<file path="config.mk">
export PLATFORM = sky130hd
export DESIGN_NAME = mi4_ctrl
export DESIGN_NICKNAME = d
export VERILOG_FILES = /design/src/rtl/core/matrix4_inverse_macros.svh /design/src/rtl/core/mi4_pkg.sv /design/src/rtl/core/mi4_ctrl.sv
export SDC_FILE = /design/constraint.sdc
export NUM_CORES = 1
export LEC_CHECK = 0
export BUFFER_PORTS_ARGS = -buffer_cell sky130_fd_sc_hd__buf_2
export CORE_MARGIN = 3
export CORE_UTILIZATION = 60
export CTS_CLUSTER_DIAMETER = 60
export DETAILED_ROUTE_END_ITERATION = 12
export PLACE_DENSITY = 0.87
export SETUP_SLACK_MARGIN = 0.5
export SLEW_MARGIN = 25
export SYNTH_ARGS = -nofsm -noshare
export SYNTH_HDL_FRONTEND = slang
export SYNTH_SLANG_ARGS = --single-unit
</file>
<file path="constraint.sdc">
create_clock -name clk -period 5.4 [get_ports clk]
set_clock_uncertainty 0.15 [all_clocks]
set_input_delay 0.27 -clock clk [delete_from_list [all_inputs] [get_ports clk]]
set_output_delay 0.27 -clock clk [all_outputs]
set_load 0.05 [all_outputs]
</file>
<file path="src/rtl/core/matrix4_inverse_macros.svh">
// Assertion macros used by the matrix inverse datapath
`ifndef MATRIX4_INVERSE_MACROS_SVH
`define MATRIX4_INVERSE_MACROS_SVH
`ifndef SYNTH
// Check that the antecedent implies the consequent in the same cycle
`define MI4_CHK_IMP(lbl, ante, cons) \
    lbl: assert property (@(posedge clk) disable iff (!rst_n) (ante) |-> (cons)) \
        else $error("same-cycle check failed");
// Check that the antecedent implies the consequent in the next cycle
`define MI4_CHK_NEXT(lbl, ante, cons) \
    lbl: assert property (@(posedge clk) disable iff (!rst_n) (ante) |=> (cons)) \
        else $error("next-cycle check failed");
`else
`define MI4_CHK_IMP(lbl, ante, cons)
`define MI4_CHK_NEXT(lbl, ante, cons)
`endif
`endif

</file>
<file path="src/rtl/core/mi4_pkg.sv">
// Types, constants and index tables for the 4x4 matrix inverse
`timescale 1ns / 1ps
package mi4_pkg;

    localparam int ELEM_W  = 32;
    localparam int IDX_W   = 4;
    localparam int QUO_W   = 32;
    // signed cofactor width: six triple products of 32-bit values
    localparam int ADJ_W   = 97;
    // accumulator width: holds the determinant exactly
    localparam int ACC_W   = 132;
    localparam int N_PERM  = 6;

    localparam logic [IDX_W-1:0] LAST_IDX  = 4'd15;
    localparam logic [2:0]       PERM_LAST = 3'd5;
    localparam logic [2:0]       PERM_NEG  = 3'd3;
    localparam logic [1:0]       CHUNK_TOP = 2'd3;
    localparam logic [1:0]       K_LAST    = 2'd3;
    localparam logic [ELEM_W-1:0] POS_LIM  = 32'h7FFF_FFFF;
    localparam logic [ELEM_W-1:0] NEG_LIM  = 32'h8000_0000;

    typedef enum logic [3:0] {
        ST_IDLE,
        ST_COF_E1,
        ST_COF_M2,
        ST_COF_E3,
        ST_COF_LO,
        ST_COF_HI,
        ST_COF_ACC,
        ST_COF_WR,
        ST_DET_E,
        ST_DET_M,
        ST_DET_A,
        ST_DET_END,
        ST_DIV_INIT,
        ST_DIV_STEP,
        ST_OUT
    } state_t;

    typedef enum logic [2:0] {
        MUL_NONE,
        MUL_EM,
        MUL_TLO,
        MUL_THI,
        MUL_ADJ
    } mul_op_t;

    typedef enum logic [1:0] {
        ACC_HOLD,
        ACC_ADD,
        ACC_SUB,
        ACC_CLEAR
    } acc_op_t;

    typedef struct packed {
        logic [IDX_W-1:0] rd_addr;   // matrix store read address
        logic             e_load;    // operand register takes the store word
        mul_op_t          mul_op;
        logic [1:0]       chunk;     // cofactor word slice for MUL_ADJ
        logic             t_load;    // partial product register takes the product
        acc_op_t          acc_op;
        logic [1:0]       acc_shift; // product weight in 32-bit words
        logic [IDX_W-1:0] adj_addr;  // cofactor store address, also result index
        logic             adj_wr;
        logic             det_load;
        logic             div_init;
        logic             div_step;
        logic             div_first; // overflow probe step
        logic             out_load;
        logic             out_last;
    } dp_cmd_t;

    typedef struct packed {
        logic singular;
        logic out_free;
    } dp_sts_t;

    // Store address of factor 'term' of product 'perm' of cofactor 'cof'
    function automatic logic [IDX_W-1:0] cof_addr(
        input logic [IDX_W-1:0] cof,
        input logic [2:0]       perm,
        input logic [1:0]       term
    );
        logic [5:0] slots;
        logic [1:0] slot;
        logic [1:0] row;
        logic [1:0] col;
        case (perm)
            3'd0:    slots = 6'b10_01_00;
            3'd1:    slots = 6'b00_10_01;
            3'd2:    slots = 6'b01_00_10;
            3'd3:    slots = 6'b01_10_00;
            3'd4:    slots = 6'b10_00_01;
            3'd5:    slots = 6'b00_01_10;
            default: slots = 6'b10_01_00;
        endcase
        case (term)
            2'd0:    slot = slots[1:0];
            2'd1:    slot = slots[3:2];
            default: slot = slots[5:4];
        endcase
        // skip row j (cof[1:0]) and column i (cof[3:2])
        row = (term >= cof[1:0]) ? term + 2'd1 : term;
        col = (slot >= cof[3:2]) ? slot + 2'd1 : slot;
        return {row, col};
    endfunction

endpackage

</file>
<file path="src/rtl/core/mi4_ctrl.sv">
// Sequencer for cofactors, determinant, division and result issue
`timescale 1ns / 1ps
module mi4_ctrl (
    input  logic             clk,
    input  logic             rst_n,
    input  logic             in_accept,
    input  logic             in_last_idx,
    input  mi4_pkg::dp_sts_t sts,
    output logic             in_ready,
    output mi4_pkg::dp_cmd_t cmd
);
    import mi4_pkg::*;

    localparam logic [5:0] DIV_STEPS = 6'(QUO_W);

    state_t           state_reg, state_next;
    logic [IDX_W-1:0] cof_reg, cof_next;
    logic [2:0]       perm_reg, perm_next;
    logic [1:0]       k_reg, k_next;
    logic [1:0]       chunk_reg, chunk_next;
    logic [5:0]       cnt_reg, cnt_next;
    logic             term_sub;

    // Sign of the current product: odd permutation xor cofactor checkerboard
    assign term_sub = (perm_reg >= PERM_NEG) ^ cof_reg[2] ^ cof_reg[0];
    assign in_ready = (state_reg == ST_IDLE);

    // Hold state and counters
    always_ff @(posedge clk or negedge rst_n)
    begin
        if (!rst_n)
        begin
            state_reg <= ST_IDLE;
            cof_reg   <= '0;
            perm_reg  <= '0;
            k_reg     <= '0;
            chunk_reg <= '0;
            cnt_reg   <= '0;
        end
        else
        begin
            state_reg <= state_next;
            cof_reg   <= cof_next;
            perm_reg  <= perm_next;
            k_reg     <= k_next;
            chunk_reg <= chunk_next;
            cnt_reg   <= cnt_next;
        end
    end

    // Advance the sequence
    always_comb
    begin
        state_next = state_reg;
        cof_next   = cof_reg;
        perm_next  = perm_reg;
        k_next     = k_reg;
        chunk_next = chunk_reg;
        cnt_next   = cnt_reg;
        case (state_reg)
            ST_IDLE:
            begin
                if (in_accept && in_last_idx)
                begin
                    state_next = ST_COF_E1;
                    cof_next   = '0;
                    perm_next  = '0;
                end
            end
            ST_COF_E1:  state_next = ST_COF_M2;
            ST_COF_M2:  state_next = ST_COF_E3;
            ST_COF_E3:  state_next = ST_COF_LO;
            ST_COF_LO:  state_next = ST_COF_HI;
            ST_COF_HI:  state_next = ST_COF_ACC;
            ST_COF_ACC:
            begin
                if (perm_reg == PERM_LAST)
                begin
                    state_next = ST_COF_WR;
                    perm_next  = '0;
                end
                else
                begin
                    state_next = ST_COF_E1;
                    perm_next  = perm_reg + 3'd1;
                end
            end
            ST_COF_WR:
            begin
                cof_next = cof_reg + 4'd1;
                if (cof_reg == LAST_IDX)
                begin
                    state_next = ST_DET_E;
                    k_next     = '0;
                    chunk_next = '0;
                end
                else
                begin
                    state_next = ST_COF_E1;
                end
            end
            ST_DET_E:   state_next = ST_DET_M;
            ST_DET_M:   state_next = ST_DET_A;
            ST_DET_A:
            begin
                chunk_next = chunk_reg + 2'd1;
                if (chunk_reg != CHUNK_TOP)
                begin
                    state_next = ST_DET_M;
                end
                else if (k_reg == K_LAST)
                begin
                    state_next = ST_DET_END;
                end
                else
                begin
                    k_next     = k_reg + 2'd1;
                    state_next = ST_DET_E;
                end
            end
            ST_DET_END:
            begin
                state_next = ST_DIV_INIT;
                cof_next   = '0;
            end
            ST_DIV_INIT:
            begin
                cnt_next   = DIV_STEPS;
                state_next = sts.singular ? ST_OUT : ST_DIV_STEP;
            end
            ST_DIV_STEP:
            begin
                cnt_next = cnt_reg - 6'd1;
                if (cnt_reg == '0)
                begin
                    state_next = ST_OUT;
                end
            end
            ST_OUT:
            begin
                if (sts.out_free)
                begin
                    cof_next   = cof_reg + 4'd1;
                    state_next = (cof_reg == LAST_IDX) ? ST_IDLE : ST_DIV_INIT;
                end
            end
            default:    state_next = ST_IDLE;
        endcase
    end

    // Drive datapath commands
    always_comb
    begin
        cmd = '0;
        case (state_reg)
            ST_IDLE:
            begin
                cmd.acc_op = ACC_CLEAR;
            end
            ST_COF_E1:
            begin
                cmd.rd_addr = cof_addr(cof_reg, perm_reg, 2'd0);
                cmd.e_load  = 1'b1;
            end
            ST_COF_M2:
            begin
                cmd.rd_addr = cof_addr(cof_reg, perm_reg, 2'd1);
                cmd.mul_op  = MUL_EM;
            end
            ST_COF_E3:
            begin
                cmd.t_load  = 1'b1;
                cmd.rd_addr = cof_addr(cof_reg, perm_reg, 2'd2);
                cmd.e_load  = 1'b1;
            end
            ST_COF_LO:
            begin
                cmd.mul_op = MUL_TLO;
            end
            ST_COF_HI:
            begin
                cmd.acc_op    = term_sub ? ACC_SUB : ACC_ADD;
                cmd.acc_shift = 2'd0;
                cmd.mul_op    = MUL_THI;
            end
            ST_COF_ACC:
            begin
                cmd.acc_op    = term_sub ? ACC_SUB : ACC_ADD;
                cmd.acc_shift = 2'd1;
            end
            ST_COF_WR:
            begin
                cmd.adj_wr   = 1'b1;
                cmd.adj_addr = cof_reg;
                cmd.acc_op   = ACC_CLEAR;
            end
            ST_DET_E:
            begin
                cmd.rd_addr = {2'b00, k_reg};
                cmd.e_load  = 1'b1;
            end
            ST_DET_M:
            begin
                cmd.mul_op   = MUL_ADJ;
                cmd.chunk    = chunk_reg;
                cmd.adj_addr = {k_reg, 2'b00};
            end
            ST_DET_A:
            begin
                cmd.acc_op    = ACC_ADD;
                cmd.acc_shift = chunk_reg;
            end
            ST_DET_END:
            begin
                cmd.det_load = 1'b1;
                cmd.acc_op   = ACC_CLEAR;
            end
            ST_DIV_INIT:
            begin
                cmd.div_init = 1'b1;
                cmd.adj_addr = cof_reg;
            end
            ST_DIV_STEP:
            begin
                cmd.div_step  = 1'b1;
                cmd.div_first = (cnt_reg == DIV_STEPS);
            end
            ST_OUT:
            begin
                cmd.adj_addr = cof_reg;
                cmd.out_load = sts.out_free;
                cmd.out_last = (cof_reg == LAST_IDX);
            end
            default:
            begin
                cmd = '0;
            end
        endcase
    end

endmodule

</file>
==> results.ini <==
[finish]
antenna_cells = 0
largest_reg_flops = 6
layout.nets = 301
instances_no_fill = 324
drive_gt1_frac = 0.175
areaGrowthSynthToFinish_pct = 9.09

[routing]
dr.pass1.iters = 5
drcViolationCount = 0
vias = 1961
ant_nets = 0
routed_via_density = 6.05
wl_microns = 4920
drtIter0Drc = 173
wl_per_cell_microns = 15.2

[yosys]
synth_edf_count = 0
yosys-top-cells-count = 26 x nand2_1, 21 x dfrtp_1, 18 x nor2_1
synth_area_leaders = dfrtp_1 26%, ha_1 8.7%, nand2_1 4.9%
yosys.area.top_type = dfrtp_1
synthArstFlopShare = 1.00
synth_top_area_share = 0.261
ys_warn_count = 0
synth_ff_type = dfrtp_1
syn_nets = 277
synth_area_per_cell_sq_um = 7.82
netlist_instances = 257
yosys.cell_types.count = 51
synth_area_sq_um = 2010
synth_most_common_cell = nand2_1
synth-seq-cells = 21
ys_seq_area_frac = 0.261

[timing]
final-setup-viol-count = 0
drv_slew = 0
rsz0062_at_grt = no
period_needed_ns = 3.41
hold_viol = 0
tns_ns = 0
finalCritPeriodShare = 0.632
worst_slew_pin_slew_ns = 0.765
slew_headroom = 0.490
fmax_ghz = 0.293

[pwr]
ir_drop_mv = 0.280
power_density_nw_per_um2 = 606
leakage_nw = 1.03

[worst_setup_path]
critical_path.endpoint_type = output pin
cp_max_fo = 14
crit_arrival_ns = 2.99
required_ns = 4.98
start_kind = flip-flop
crit_type = reg -> out

[placement]
post-place-cells = 319
portBuffers = 32
place.gp.congestion = 0.914
dp_hpwl_microns = 3780

[floorplanning]
start_util = 0.643
io_pins = 33
die-width_microns = 63.9
fp-row-count = 20
dieArea_sq_um = 4080
core_area_sq_um = 3130
die_h_microns = 63.9

[run]
cap_violations = 0

[global_route]
grt_pass1_vias = 1743
grt-ovfl-total = 0
grt_pass1_wl_microns = 8400
grt_start_max_net_pins = 29
antenna_found_initial = 0
grt_usage = 0.258

[clocking]
cts_setup_buffers = 0
tritoncts = built
clockBufferDepth = 2
clk_latency_ns = 0.31
cts.sink_count = 21
cts_resized = 0
cts_buffers = 3
root_buffer = clkbuf_4
cts_hold_buf = 1
cts_max_level = 1
clk_pin_slew_worst_paths_ns = 0.12

[outcome]
status = finished clean

[hold_path]
hold_class = in -> reg

kinds of logic (layout without fill, tap and decap cells):
logic type,count (synthesis),after routing,share of synthesized area
buf+inv,29,52,0.0647
xor+xnor,7,7,0.0305
fa+ha+maj,15,15,0.0921
mux,5,5,0.0249
compound gates,68,68,0.223
simple gates,112,112,0.304
flops,21,21,0.261
power breakdown:
group	switching, W	internal (W)	leakage [nW]
sequential	0.000129	0.000209	0.274
clock	0.0000502	0.0000278	0.0177
combinational	0.000607	0.000308	0.742
path summary, 6_finish.rpt:
kind	startpoint	endpoint	slack (ns)	cells after the start
min in group asynchronous	rst_n	cnt_reg[4]$_DFFE_PN0P_	0.27	2
max in group asynchronous	rst_n	state_reg[2]$_DFFE_PN0P_	4.51	2
hold reg to reg	cnt_reg[3]$_DFFE_PN0P_	cnt_reg[3]$_DFFE_PN0P_	0.40	1
setup reg to reg	state_reg[1]$_DFFE_PN0P_	cof_reg[3]$_DFFE_PN0P_	3.00	5
setup / recovery	perm_reg[1]$_DFFE_PN0P_	cmd[23]	1.99	12
hold / removal	sts[0]	state_reg[1]$_DFFE_PN0P_	0.06	2
cell type report:
class / count / area [sq um]
clock buffer: 3 / 22.5
clock inverter: 1 / 5.00
fill: 256 / 935
inverter: 14 / 52.6
multi-input combinational: 207 / 1360
sequential: 21 / 526
tap: 44 / 55.1
timing repair buffer: 34 / 178
per-layer routing:
| metal | up-vias | GRT usage | wire length, microns |
|---|---|---|---|
| met4 | 0 | 0.0916 | 170 |
| met1 | 881 | 0.377 | 2340 |
| met5 | - | 0 | 0 |
| met2 | 97 | 0.370 | 2010 |
| met3 | 19 | 0.0580 | 404 |
| li1 | 964 | - | - |
placed cells by master, fill, tap and decap left out, types with 6 or more instances in the layout:
master and count:
a21oi_1 12, nand3_1 13, nor2_1 18, nor2b_1 6, o21ai_1 7, xnor2_1 6, ha_1 14, o31ai_1 7
o21ai_0 16, dfrtp_1 21, buf_2 32, inv_1 12, nand2b_1 12, nand2_1 26, and2_1 7
metrics by stage:
stage                     instance area (sq um)  hold WS (ns)  total power, W  worst slack (ns)   util
after global routing                       2190        0.0569         0.00145              1.68  0.701
after detailed placement                   2160        0.0957         0.00124              2.35  0.689
after CTS                                  2190        0.0570         0.00132              2.00  0.701
final                                      2190        0.0633         0.00133              1.99  0.701
after global placement                     2160        0.0961         0.00122              2.45  0.689
after floorplan                            2010        -0.176         0.00107              2.12      -
worst max-delay path, cell delays in order (launching register included):
cell and delay, ns:
dfrtp_1 0.53, and2_1 0.22, ha_1 0.24, nor2b_1 0.13
o21ai_1 0.08, and2_1 0.21, ha_1 0.26, nand2b_1 0.14
a21oi_1 0.22, a21oi_1 0.09, xnor2_1 0.13, o211ai_1 0.15
buf_2 0.29
(Power assumes the default switching activity.)
